<file path="config.mk">
export PLATFORM = sky130hd
export DESIGN_NAME = adif_tag_stream_parser_top_flat
export DESIGN_NICKNAME = d
export VERILOG_FILES = /design/src/rtl/adif_pkg.sv /design/src/rtl/adif_if.sv /design/src/rtl/adif_parse.sv /design/src/rtl/adif_tag_stream_parser_top.sv /design/src/flat_wrapper.sv
export SDC_FILE = /design/constraint.sdc
export NUM_CORES = 1
export LEC_CHECK = 0
export ABC_CLOCK_PERIOD_IN_PS = 7600
export BUFFER_PORTS_ARGS = -buffer_cell sky130_fd_sc_hd__clkbuf_2
export CORE_MARGIN = 2
export CORE_UTILIZATION = 38
export CTS_BUF_LIST = sky130_fd_sc_hd__clkbuf_8 sky130_fd_sc_hd__clkbuf_16
export CTS_CLUSTER_DIAMETER = 40
export DETAILED_ROUTE_END_ITERATION = 6
export GPL_ROUTABILITY_DRIVEN = 0
export GPL_TIMING_DRIVEN = 0
export PLACE_DENSITY_LB_ADDON = 0.15
export SLEW_MARGIN = 30
export SYNTH_ARGS = -nofsm -noshare
export SYNTH_HDL_FRONTEND = slang
export SYNTH_SLANG_ARGS = --single-unit
</file>
<file path="constraint.sdc">
create_clock -name clk_i -period 7.6 [get_ports clk_i]
set_clock_uncertainty 0.15 [all_clocks]
set_input_delay 1.52 -clock clk_i [delete_from_list [all_inputs] [get_ports clk_i]]
set_output_delay 1.52 -clock clk_i [all_outputs]
set_load 0.01 [all_outputs]
</file>
<file path="src/rtl/adif_pkg.sv">
package adif_pkg;

  // Field widths
  localparam int unsigned CountW = 6;
  localparam int unsigned LenW   = 10;
  localparam int unsigned AccW   = LenW + 1;
  localparam int unsigned ProdW  = AccW + 3;

  // Defaults for the field limits
  localparam int unsigned DefMaxNameChars = 49;
  localparam int unsigned DefMaxTypeChars = 49;

  // Register map
  localparam int unsigned PAddrW = 3;
  localparam logic [LenW-1:0] MaxValueLenReset = LenW'(1000);
  localparam logic [0:0] RegIdxMaxValueLength = 1'b0;

  // Character codes
  localparam logic [7:0] ChEnd   = 8'h00;
  localparam logic [7:0] ChLt    = 8'h3C;
  localparam logic [7:0] ChColon = 8'h3A;
  localparam logic [7:0] ChGt    = 8'h3E;
  localparam logic [7:0] ChZero  = 8'h30;
  localparam logic [7:0] ChNine  = 8'h39;

  typedef enum logic [4:0] {
    PH_SKIP  = 5'b00001,
    PH_NAME  = 5'b00010,
    PH_COUNT = 5'b00100,
    PH_TYPE  = 5'b01000,
    PH_VALUE = 5'b10000
  } phase_e;

  typedef enum logic [2:0] {
    KIND_NAME  = 3'd0,
    KIND_TYPE  = 3'd1,
    KIND_VALUE = 3'd2,
    KIND_END   = 3'd3,
    KIND_ERR   = 3'd4,
    KIND_EOT   = 3'd5
  } kind_e;

  typedef enum logic [2:0] {
    ERR_EMPTY_NAME = 3'd0,
    ERR_LONG_NAME  = 3'd1,
    ERR_BAD_DIGIT  = 3'd2,
    ERR_OVER_LIMIT = 3'd3,
    ERR_LONG_TYPE  = 3'd4,
    ERR_END_IN_TAG = 3'd5
  } cause_e;

  typedef struct packed {
    kind_e      kind;
    logic [7:0] out_char;
    logic       last_of_item;
    cause_e     error_cause;
  } res_t;

endpackage

</file>
<file path="src/rtl/adif_if.sv">
interface adif_text_if;
  logic       valid;
  logic       ready;
  logic [7:0] text_byte;

  modport source (output valid, output text_byte, input ready);
  modport sink (input valid, input text_byte, output ready);
endinterface

interface adif_res_if;
  logic       valid;
  logic       ready;
  logic [2:0] kind;
  logic [7:0] out_char;
  logic       last_of_item;
  logic [2:0] error_cause;

  modport source (output valid, output kind, output out_char, output last_of_item,
                  output error_cause, input ready);
  modport sink (input valid, input kind, input out_char, input last_of_item,
                input error_cause, output ready);
endinterface

</file>
<file path="src/rtl/adif_parse.sv">
module adif_parse import adif_pkg::*; #(
  parameter int unsigned MaxNameChars = DefMaxNameChars,
  parameter int unsigned MaxTypeChars = DefMaxTypeChars
) (
  input  logic            clk_i,
  input  logic            rst_ni,
  input  logic            step_i,
  input  logic [7:0]      text_byte_i,
  input  logic [LenW-1:0] max_len_i,
  output logic            res_valid_o,
  output res_t            res_o
);

  phase_e             phase_q, phase_d;
  logic [CountW-1:0]  cnt_q, cnt_d;
  logic [AccW-1:0]    acc_q, acc_d;
  logic [LenW-1:0]    rem_q, rem_d;

  logic               is_end, is_lt, is_colon, is_gt, is_digit;
  logic [AccW-1:0]    acc_limit;
  logic [ProdW-1:0]   acc_x10;
  logic [LenW-1:0]    rem_dec;

  // Classify the byte
  assign is_end   = (text_byte_i == ChEnd);
  assign is_lt    = (text_byte_i == ChLt);
  assign is_colon = (text_byte_i == ChColon);
  assign is_gt    = (text_byte_i == ChGt);
  assign is_digit = (text_byte_i >= ChZero) && (text_byte_i <= ChNine);

  // Decimal accumulate with saturation at limit plus one
  assign acc_limit = AccW'(max_len_i) + AccW'(1);
  assign acc_x10   = ProdW'({acc_q, 3'b000}) + ProdW'({acc_q, 1'b0})
                   + ProdW'(text_byte_i[3:0]);
  assign rem_dec   = rem_q - LenW'(1);

  // Step the parser
  always_comb begin
    phase_d     = phase_q;
    cnt_d       = cnt_q;
    acc_d       = acc_q;
    rem_d       = rem_q;
    res_valid_o = 1'b0;
    res_o       = '{kind: KIND_NAME, out_char: 8'h00, last_of_item: 1'b0,
                    error_cause: ERR_EMPTY_NAME};
    unique case (phase_q)
      PH_SKIP: begin
        if (is_end) begin
          res_valid_o = 1'b1;
          res_o.kind  = KIND_EOT;
        end else if (is_lt) begin
          phase_d = PH_NAME;
          cnt_d   = '0;
        end
      end
      PH_NAME: begin
        if (is_end) begin
          phase_d           = PH_SKIP;
          res_valid_o       = 1'b1;
          res_o.kind        = KIND_ERR;
          res_o.error_cause = ERR_END_IN_TAG;
        end else if (is_colon || is_gt) begin
          if (cnt_q == '0) begin
            phase_d           = PH_SKIP;
            res_valid_o       = 1'b1;
            res_o.kind        = KIND_ERR;
            res_o.error_cause = ERR_EMPTY_NAME;
          end else if (is_gt) begin
            // tag without a count closes the item at once
            phase_d            = PH_SKIP;
            res_valid_o        = 1'b1;
            res_o.kind         = KIND_END;
            res_o.last_of_item = 1'b1;
          end else begin
            acc_d   = '0;
            phase_d = PH_COUNT;
          end
        end else if (cnt_q >= CountW'(MaxNameChars)) begin
          phase_d           = PH_SKIP;
          res_valid_o       = 1'b1;
          res_o.kind        = KIND_ERR;
          res_o.error_cause = ERR_LONG_NAME;
        end else begin
          cnt_d          = cnt_q + CountW'(1);
          res_valid_o    = 1'b1;
          res_o.kind     = KIND_NAME;
          res_o.out_char = text_byte_i;
        end
      end
      PH_COUNT: begin
        if (is_end) begin
          phase_d           = PH_SKIP;
          res_valid_o       = 1'b1;
          res_o.kind        = KIND_ERR;
          res_o.error_cause = ERR_END_IN_TAG;
        end else if (is_colon || is_gt) begin
          if (acc_q > AccW'(max_len_i)) begin
            phase_d           = PH_SKIP;
            res_valid_o       = 1'b1;
            res_o.kind        = KIND_ERR;
            res_o.error_cause = ERR_OVER_LIMIT;
          end else if (is_gt) begin
            if (acc_q == '0) begin
              phase_d            = PH_SKIP;
              res_valid_o        = 1'b1;
              res_o.kind         = KIND_END;
              res_o.last_of_item = 1'b1;
            end else begin
              rem_d   = acc_q[LenW-1:0];
              phase_d = PH_VALUE;
            end
          end else begin
            cnt_d   = '0;
            phase_d = PH_TYPE;
          end
        end else if (!is_digit) begin
          phase_d           = PH_SKIP;
          res_valid_o       = 1'b1;
          res_o.kind        = KIND_ERR;
          res_o.error_cause = ERR_BAD_DIGIT;
        end else if (acc_x10 > ProdW'(acc_limit)) begin
          acc_d = acc_limit;
        end else begin
          acc_d = acc_x10[AccW-1:0];
        end
      end
      PH_TYPE: begin
        if (is_end) begin
          phase_d           = PH_SKIP;
          res_valid_o       = 1'b1;
          res_o.kind        = KIND_ERR;
          res_o.error_cause = ERR_END_IN_TAG;
        end else if (is_gt) begin
          if (acc_q == '0) begin
            phase_d            = PH_SKIP;
            res_valid_o        = 1'b1;
            res_o.kind         = KIND_END;
            res_o.last_of_item = 1'b1;
          end else begin
            rem_d   = acc_q[LenW-1:0];
            phase_d = PH_VALUE;
          end
        end else if (cnt_q >= CountW'(MaxTypeChars)) begin
          phase_d           = PH_SKIP;
          res_valid_o       = 1'b1;
          res_o.kind        = KIND_ERR;
          res_o.error_cause = ERR_LONG_TYPE;
        end else begin
          cnt_d          = cnt_q + CountW'(1);
          res_valid_o    = 1'b1;
          res_o.kind     = KIND_TYPE;
          res_o.out_char = text_byte_i;
        end
      end
      PH_VALUE: begin
        if (is_end) begin
          // text ran out inside the value: end the item early
          phase_d            = PH_SKIP;
          rem_d              = '0;
          res_valid_o        = 1'b1;
          res_o.kind         = KIND_END;
          res_o.last_of_item = 1'b1;
        end else begin
          rem_d              = rem_dec;
          res_valid_o        = 1'b1;
          res_o.kind         = KIND_VALUE;
          res_o.out_char     = text_byte_i;
          res_o.last_of_item = (rem_dec == '0);
          if (rem_dec == '0) begin
            phase_d = PH_SKIP;
          end
        end
      end
      default: begin
        phase_d = PH_SKIP;
      end
    endcase
  end

  // Advance state on each accepted byte
  always_ff @(posedge clk_i or negedge rst_ni) begin
    if (!rst_ni) begin
      phase_q <= PH_SKIP;
      cnt_q   <= '0;
      acc_q   <= '0;
      rem_q   <= '0;
    end else if (step_i) begin
      phase_q <= phase_d;
      cnt_q   <= cnt_d;
      acc_q   <= acc_d;
      rem_q   <= rem_d;
    end
  end

endmodule

</file>
<file path="src/rtl/adif_tag_stream_parser_top.sv">
// Channel   Direction  Payload                                        Accepted when
// text_i    in         text_byte[7:0]                                 valid && ready
// res_o     out        kind[2:0] out_char[7:0] last_of_item           valid && ready
//                      error_cause[2:0]
// apb       in/out     max_value_length at byte address 0             psel && penable && pwrite
//
// One byte is taken per cycle while the skid entry is empty; its result, if any, is registered.
// The parse state sits in one register bank updated by a single step of logic.
// A result register plus one skid entry keep text_i open while res_o stalls;
// text_i drops ready only when both hold a request.
// Reset clears the parse state and both buffer entries; max_value_length returns to 1000.
module adif_tag_stream_parser_top import adif_pkg::*; #(
  parameter int unsigned MaxNameChars = DefMaxNameChars,
  parameter int unsigned MaxTypeChars = DefMaxTypeChars
) (
  input  logic              clk_i,
  input  logic              rst_ni,
  adif_text_if.sink         text_i,
  adif_res_if.source        res_o,
  input  logic              psel,
  input  logic              penable,
  input  logic              pwrite,
  input  logic [PAddrW-1:0] paddr,
  input  logic [31:0]       pwdata,
  output logic [31:0]       prdata,
  output logic              pready
);

  logic [LenW-1:0] max_len_q;
  logic            cfg_wr;
  logic            cfg_hit;

  logic            step;
  logic            res_valid;
  res_t            res;

  logic            out_valid_q, out_valid_d;
  res_t            out_q, out_d;
  logic            skid_valid_q, skid_valid_d;
  res_t            skid_q, skid_d;
  logic            drain;

  // Configuration register
  assign pready  = 1'b1;
  assign cfg_wr  = psel && penable && pwrite;
  assign cfg_hit = (paddr[PAddrW-1:2] == RegIdxMaxValueLength);
  assign prdata  = cfg_hit ? 32'(max_len_q) : 32'h0;

  always_ff @(posedge clk_i or negedge rst_ni) begin
    if (!rst_ni) begin
      max_len_q <= MaxValueLenReset;
    end else if (cfg_wr && cfg_hit) begin
      max_len_q <= pwdata[LenW-1:0];
    end
  end

  // Parser core
  assign text_i.ready = !skid_valid_q;
  assign step         = text_i.valid && !skid_valid_q;

  adif_parse #(
    .MaxNameChars (MaxNameChars),
    .MaxTypeChars (MaxTypeChars)
  ) u_parse (
    .clk_i       (clk_i),
    .rst_ni      (rst_ni),
    .step_i      (step),
    .text_byte_i (text_i.text_byte),
    .max_len_i   (max_len_q),
    .res_valid_o (res_valid),
    .res_o       (res)
  );

  // Result register with skid entry
  assign drain = out_valid_q && res_o.ready;

  always_comb begin
    out_valid_d  = out_valid_q;
    out_d        = out_q;
    skid_valid_d = skid_valid_q;
    skid_d       = skid_q;
    if (drain || !out_valid_q) begin
      if (skid_valid_q) begin
        out_valid_d  = 1'b1;
        out_d        = skid_q;
        skid_valid_d = 1'b0;
      end else begin
        out_valid_d = step && res_valid;
        out_d       = res;
      end
    end else if (step && res_valid) begin
      // hold the new request while the output is stalled
      skid_valid_d = 1'b1;
      skid_d       = res;
    end
  end

  always_ff @(posedge clk_i or negedge rst_ni) begin
    if (!rst_ni) begin
      out_valid_q  <= 1'b0;
      skid_valid_q <= 1'b0;
    end else begin
      out_valid_q  <= out_valid_d;
      skid_valid_q <= skid_valid_d;
    end
  end

  always_ff @(posedge clk_i) begin
    out_q  <= out_d;
    skid_q <= skid_d;
  end

  assign res_o.valid        = out_valid_q;
  assign res_o.kind         = out_q.kind;
  assign res_o.out_char     = out_q.out_char;
  assign res_o.last_of_item = out_q.last_of_item;
  assign res_o.error_cause  = out_q.error_cause;

`ifndef SYNTHESIS
  a_skid_needs_out: assert property (@(posedge clk_i) disable iff (!rst_ni)
    skid_valid_q |-> out_valid_q)
    else $error("skid entry holds a request while the result register is empty");

  a_cause_only_on_error: assert property (@(posedge clk_i) disable iff (!rst_ni)
    (out_valid_q && out_q.kind != KIND_ERR) |-> (out_q.error_cause == ERR_EMPTY_NAME))
    else $error("error cause set on a non-error result");

  a_last_kind: assert property (@(posedge clk_i) disable iff (!rst_ni)
    (out_valid_q && out_q.last_of_item) |->
      (out_q.kind == KIND_VALUE || out_q.kind == KIND_END))
    else $error("last_of_item set on a result that cannot end an item");

  a_cfg_write: assert property (@(posedge clk_i) disable iff (!rst_ni)
    (cfg_wr && cfg_hit) |=> (max_len_q == $past(pwdata[LenW-1:0])))
    else $error("max_value_length write not taken");
`endif

endmodule

</file>
<file path="src/flat_wrapper.sv">
// flat-port wrapper written by rule: the top's interface ports become plain ports
module adif_tag_stream_parser_top_flat import adif_pkg::*;
#(
  parameter int unsigned MaxNameChars = DefMaxNameChars,
  parameter int unsigned MaxTypeChars = DefMaxTypeChars
)
  (clk_i, rst_ni, psel, penable, pwrite, paddr, pwdata, prdata, pready, text_i_valid, text_i_text_byte, text_i_ready, res_o_valid, res_o_kind, res_o_out_char, res_o_last_of_item, res_o_error_cause, res_o_ready);
  adif_text_if text_i_i ();
  adif_res_if res_o_i ();
  input  logic clk_i;
  input  logic rst_ni;
  input  logic psel;
  input  logic penable;
  input  logic pwrite;
  input  logic [PAddrW-1:0] paddr;
  input  logic [31:0] pwdata;
  output logic [31:0] prdata;
  output logic pready;
  input wire logic [$bits(text_i_i.valid)-1:0] text_i_valid;
  input wire logic [$bits(text_i_i.text_byte)-1:0] text_i_text_byte;
  output wire logic [$bits(text_i_i.ready)-1:0] text_i_ready;
  output wire logic [$bits(res_o_i.valid)-1:0] res_o_valid;
  output wire logic [$bits(res_o_i.kind)-1:0] res_o_kind;
  output wire logic [$bits(res_o_i.out_char)-1:0] res_o_out_char;
  output wire logic [$bits(res_o_i.last_of_item)-1:0] res_o_last_of_item;
  output wire logic [$bits(res_o_i.error_cause)-1:0] res_o_error_cause;
  input wire logic [$bits(res_o_i.ready)-1:0] res_o_ready;
  assign text_i_i.valid = text_i_valid;
  assign text_i_i.text_byte = text_i_text_byte;
  assign text_i_ready = text_i_i.ready;
  assign res_o_valid = res_o_i.valid;
  assign res_o_kind = res_o_i.kind;
  assign res_o_out_char = res_o_i.out_char;
  assign res_o_last_of_item = res_o_i.last_of_item;
  assign res_o_error_cause = res_o_i.error_cause;
  assign res_o_i.ready = res_o_ready;
  adif_tag_stream_parser_top #(.MaxNameChars(MaxNameChars), .MaxTypeChars(MaxTypeChars)) u_core (.clk_i(clk_i), .rst_ni(rst_ni), .text_i(text_i_i), .res_o(res_o_i), .psel(psel), .penable(penable), .pwrite(pwrite), .paddr(paddr), .pwdata(pwdata), .prdata(prdata), .pready(pready));
endmodule
</file>
==> load_flow_metrics.sql <==
INSERT INTO impl_metrics (metric_group, metric, value, unit) VALUES
('worst_setup_path', 'crit_path_end_kind', 'flop', ''),
('yosys', 'synth.cell_area', '5786', 'um^2'),
('timing', 'slew-limit-headroom', '0.4103', ''),
('worst_setup_path', 'worst_ep_arrival_time', '5.88', 'ns'),
('layout', 'area.growth.synth_to_final', '15.35', '%'),
('placed_design', 'place_ws', '1.425', 'ns'),
('timing', 'min_period_over_period', '0.7628', ''),
('clocking', 'clk_latency', '0.35', 'ns'),
('placed_design', 'post-dp-hpwl', '11.48', 'mm'),
('grt', 'grt_start_max_net_pins', '45', ''),
('die', 'dieWidth', '127.4', 'um'),
('worst_setup_path', 'crit_family', 'simple AND/OR/NAND/NOR gates', ''),
('yosys', 'netlist_instances', '627', ''),
('run_status', 'status', 'finished clean', ''),
('die', 'top_ports', '100', ''),
('yosys', 'synth_top_family_by_area', 'simple AND/OR/NAND/NOR gates', ''),
('clocking', 'cts_resized', '0', ''),
('worst_setup_path', 'worst-r2r-setup-slack', '2.65', 'ns'),
('worst_setup_path', 'crit_path_cell_trace', 'clkbuf_2 -> inv_1 -> fa_1 -> inv_1 -> ha_1 -> a21oi_1 -> nor2_1 -> nor4_1 -> or3_1 -> xnor2_1 -> ha_1 -> nand3_1 -> o31a_1 -> a311oi_1 -> nand4_1 -> or3_1 -> a32o_1', ''),
('worst_setup_path', 'critical_path_class', 'in -> reg', ''),
('die', 'floorplan.rows', '45', ''),
('yosys', 'async_sr_flop_fraction', '0.5946', ''),
('grt', 'globalRouteOverflowTotal', '0', ''),
('clocking', 'cts_root_buffer', 'clkbuf_16', ''),
('grt', 'via_count_of_the_first_global_routing_pass', '5002', ''),
('yosys', 'synth-seq-cells', '74', ''),
('layout', 'mostFrequentLayoutCell', 'nor2_1', ''),
('worst_setup_path', 'start_kind', 'input pin', ''),
('timing', 'report.final.setup_viol', '0', ''),
('worst_setup_path', 'worst_ep_required_time', '7.69', 'ns'),
('drt', 'wirelength', '15.20', 'mm'),
('drt', 'postRouteAntennaNets', '0', ''),
('yosys', 'synthAdderAreaFrac', '0.1129', ''),
('worst_setup_path', 'timing.critical_path.fanout_max', '8', ''),
('layout', 'share_of_layout_cells_above_drive_strength_1', '0.2039', ''),
('timing', 'worst_slack', '1.803', 'ns'),
('worst_setup_path', 'worst_path_largest_cell_delay', '0.61', 'ns'),
('drt', 'wire_per_inst', '16.81', 'um'),
('yosys', 'syn-mean-instance-area', '9.227', 'um^2'),
('timing', 'rsz0062_at_grt', 'no', ''),
('yosys', 'synth_simple_gate_area_share', '0.2011', ''),
('timing', 'finalHoldViolations', '0', ''),
('hold_path', 'worst_hold_path_type', 'reg -> reg', ''),
('run', 'drv.max_cap_violation_count', '0', ''),
('clocking', 'cts.repair_timing.setup_buffer_count', '0', ''),
('pwr', 'leakage', '3.028', 'nW'),
('clocking', 'clk_pin_slew_worst_paths', '0.07', 'ns'),
('drt', 'starting_drc_count_in_detailed_routing', '372', ''),
('yosys', 'ys.flop_type', 'dfrtp_1', ''),
('die', 'core_area', '15030', 'um^2'),
('layout', 'final_net_count', '812', ''),
('yosys', 'number_of_distinct_standard_cells_referenced_by_the_synthesized_netlist', '75', ''),
('drt', 'viasPerCell', '5.660', ''),
('drt', 'detail_route.drc_violations', '0', ''),
('grt', 'grt_first_pass_wirelength', '25.10', 'mm'),
('timing', 'worst-slew-pin-transition', '0.8765', 'ns'),
('worst_setup_path', 'critical_path.n_buffers_inverters', '3', ''),
('placed_design', 'placed_area', '6362', 'um^2'),
('yosys', 'post_synth_mux_area_share', '0.04758', ''),
('pwr', 'ir_worst_vdd', '107.3', 'uV'),
('yosys', 'synthXorXnorAreaFrac', '0.03179', ''),
('timing', 'period_needed', '5.797', 'ns'),
('layout', 'final.fill_count', '1483', ''),
('drt', 'vias', '5117', ''),
('placed_design', 'port_buffers', '52', ''),
('pwr', 'pwr_density_cell', '201.7', 'nW/um^2'),
('timing', 'finalSetupTns', '0', 'ns'),
('timing', 'drv_slew', '0', ''),
('grt', 'antenna_violations_before_repair', '0', ''),
('layout', 'insertedDiodeCount', '0', ''),
('clocking', 'cts_hold_buf', '0', '');
==> Yosys cell counts, types with 19 or more instances <==
library cell,instances,share of area
inv_1,34,0.022
ha_1,49,0.11
mux2_2,20,0.039
a21oi_1,22,0.019
o21ai_1,21,0.018
nand3_1,30,0.026
nand2_1,30,0.019
nor2_1,55,0.036
dfrtp_1,37,0.16
buf_4,26,0.034
xnor2_1,19,0.029
edfxtp_1,30,0.16
==> path summary, 6_finish.rpt <==
| check | cells past startpoint | to | startpoint |
|---|---|---|---|
| min in group asynchronous | 1 | u_core.u_parse.cnt_q[2]$_DFFE_PN0P_ | rst_ni |
| hold reg to reg | 1 | u_core.u_parse.cnt_q[5]$_DFFE_PN0P_ | u_core.u_parse.cnt_q[5]$_DFFE_PN0P_ |
| setup reg to reg | 16 | u_core.u_parse.acc_q[8]$_DFFE_PN0P_ | u_core.u_parse.acc_q[2]$_DFFE_PN0P_ |
| setup / recovery | 17 | u_core.u_parse.acc_q[8]$_DFFE_PN0P_ | text_i_text_byte[3] |
| max in group asynchronous | 1 | u_core.skid_valid_q$_DFFE_PN0P_ | rst_ni |
| hold / removal | 1 | u_core.u_parse.cnt_q[5]$_DFFE_PN0P_ | u_core.u_parse.cnt_q[5]$_DFFE_PN0P_ |
==> cells by family after synthesis <==
logic type / after synthesis
buf+inv: 84
flops: 74
fa+ha+maj: 51
mux: 24
xor+xnor: 21
simple gates: 218
other cells: 2
compound gates: 153
==> layout make-up <==
| class | instances | area [um^2] | share of cell area |
|---|---|---|---|
| Clock inverter | 7 | 86.33 | 0.01294 |
| Timing Repair Buffer | 52 | 262.8 | 0.03937 |
| Multi-Input combinational cell | 490 | 3432 | 0.5142 |
| Sequential cell | 74 | 2011 | 0.3013 |
| Inverter | 35 | 131.4 | 0.01969 |
| Clock buffer | 9 | 225.2 | 0.03375 |
| Buffer | 49 | 290.3 | 0.04349 |
| Tap cell | 188 | 235.2 | 0.03525 |
==> per-layer routing <==
layer / GRT usage / up-vias / part of all wire
met4: 0.07692 / 0 / 0.026
met5: 0 / - / 0
met3: 0.04104 / 37 / 0.046
met2: 0.3187 / 167 / 0.48
li1: - / 2466 / -
met1: 0.2519 / 2447 / 0.45
==> power by group <==
group	leakage, nW	switching [mW]	internal (mW)
clock	0.150	0.194	0.261
combinational	2.00	0.228	0.146
sequential	0.874	0.0335	0.482
total	3.03	0.456	0.890
==> sequential cells by signal (all words and copies together) (netlist names) <==
signal / cells
u_core.max_len_q: 10
u_core.res_o.error_cause: 3
u_core.res_o.kind: 3
u_core.res_o.last_of_item: 1
u_core.res_o.out_char: 8
u_core.res_o.valid: 1
u_core.skid_q: 15
u_core.skid_valid_q: 1
u_core.u_parse.acc_q: 11
u_core.u_parse.cnt_q: 6
u_core.u_parse.phase_q: 5
u_core.u_parse.rem_q: 10
==> through the flow <==
stage	std cells	total power [mW]	hold slack, ns	util
2_1_floorplan	648	0.7764	0.3329	-
3_3_place_gp	888	0.8883	0.3548	0.4231
4_1_cts	904	1.354	0.3752	0.4439
5_1_grt	904	1.426	0.4101	0.4439
3_5_place_dp	888	0.8944	0.3591	0.4232
6_report	904	1.346	0.3774	0.4439
Power figures use the tool's default switching activity.
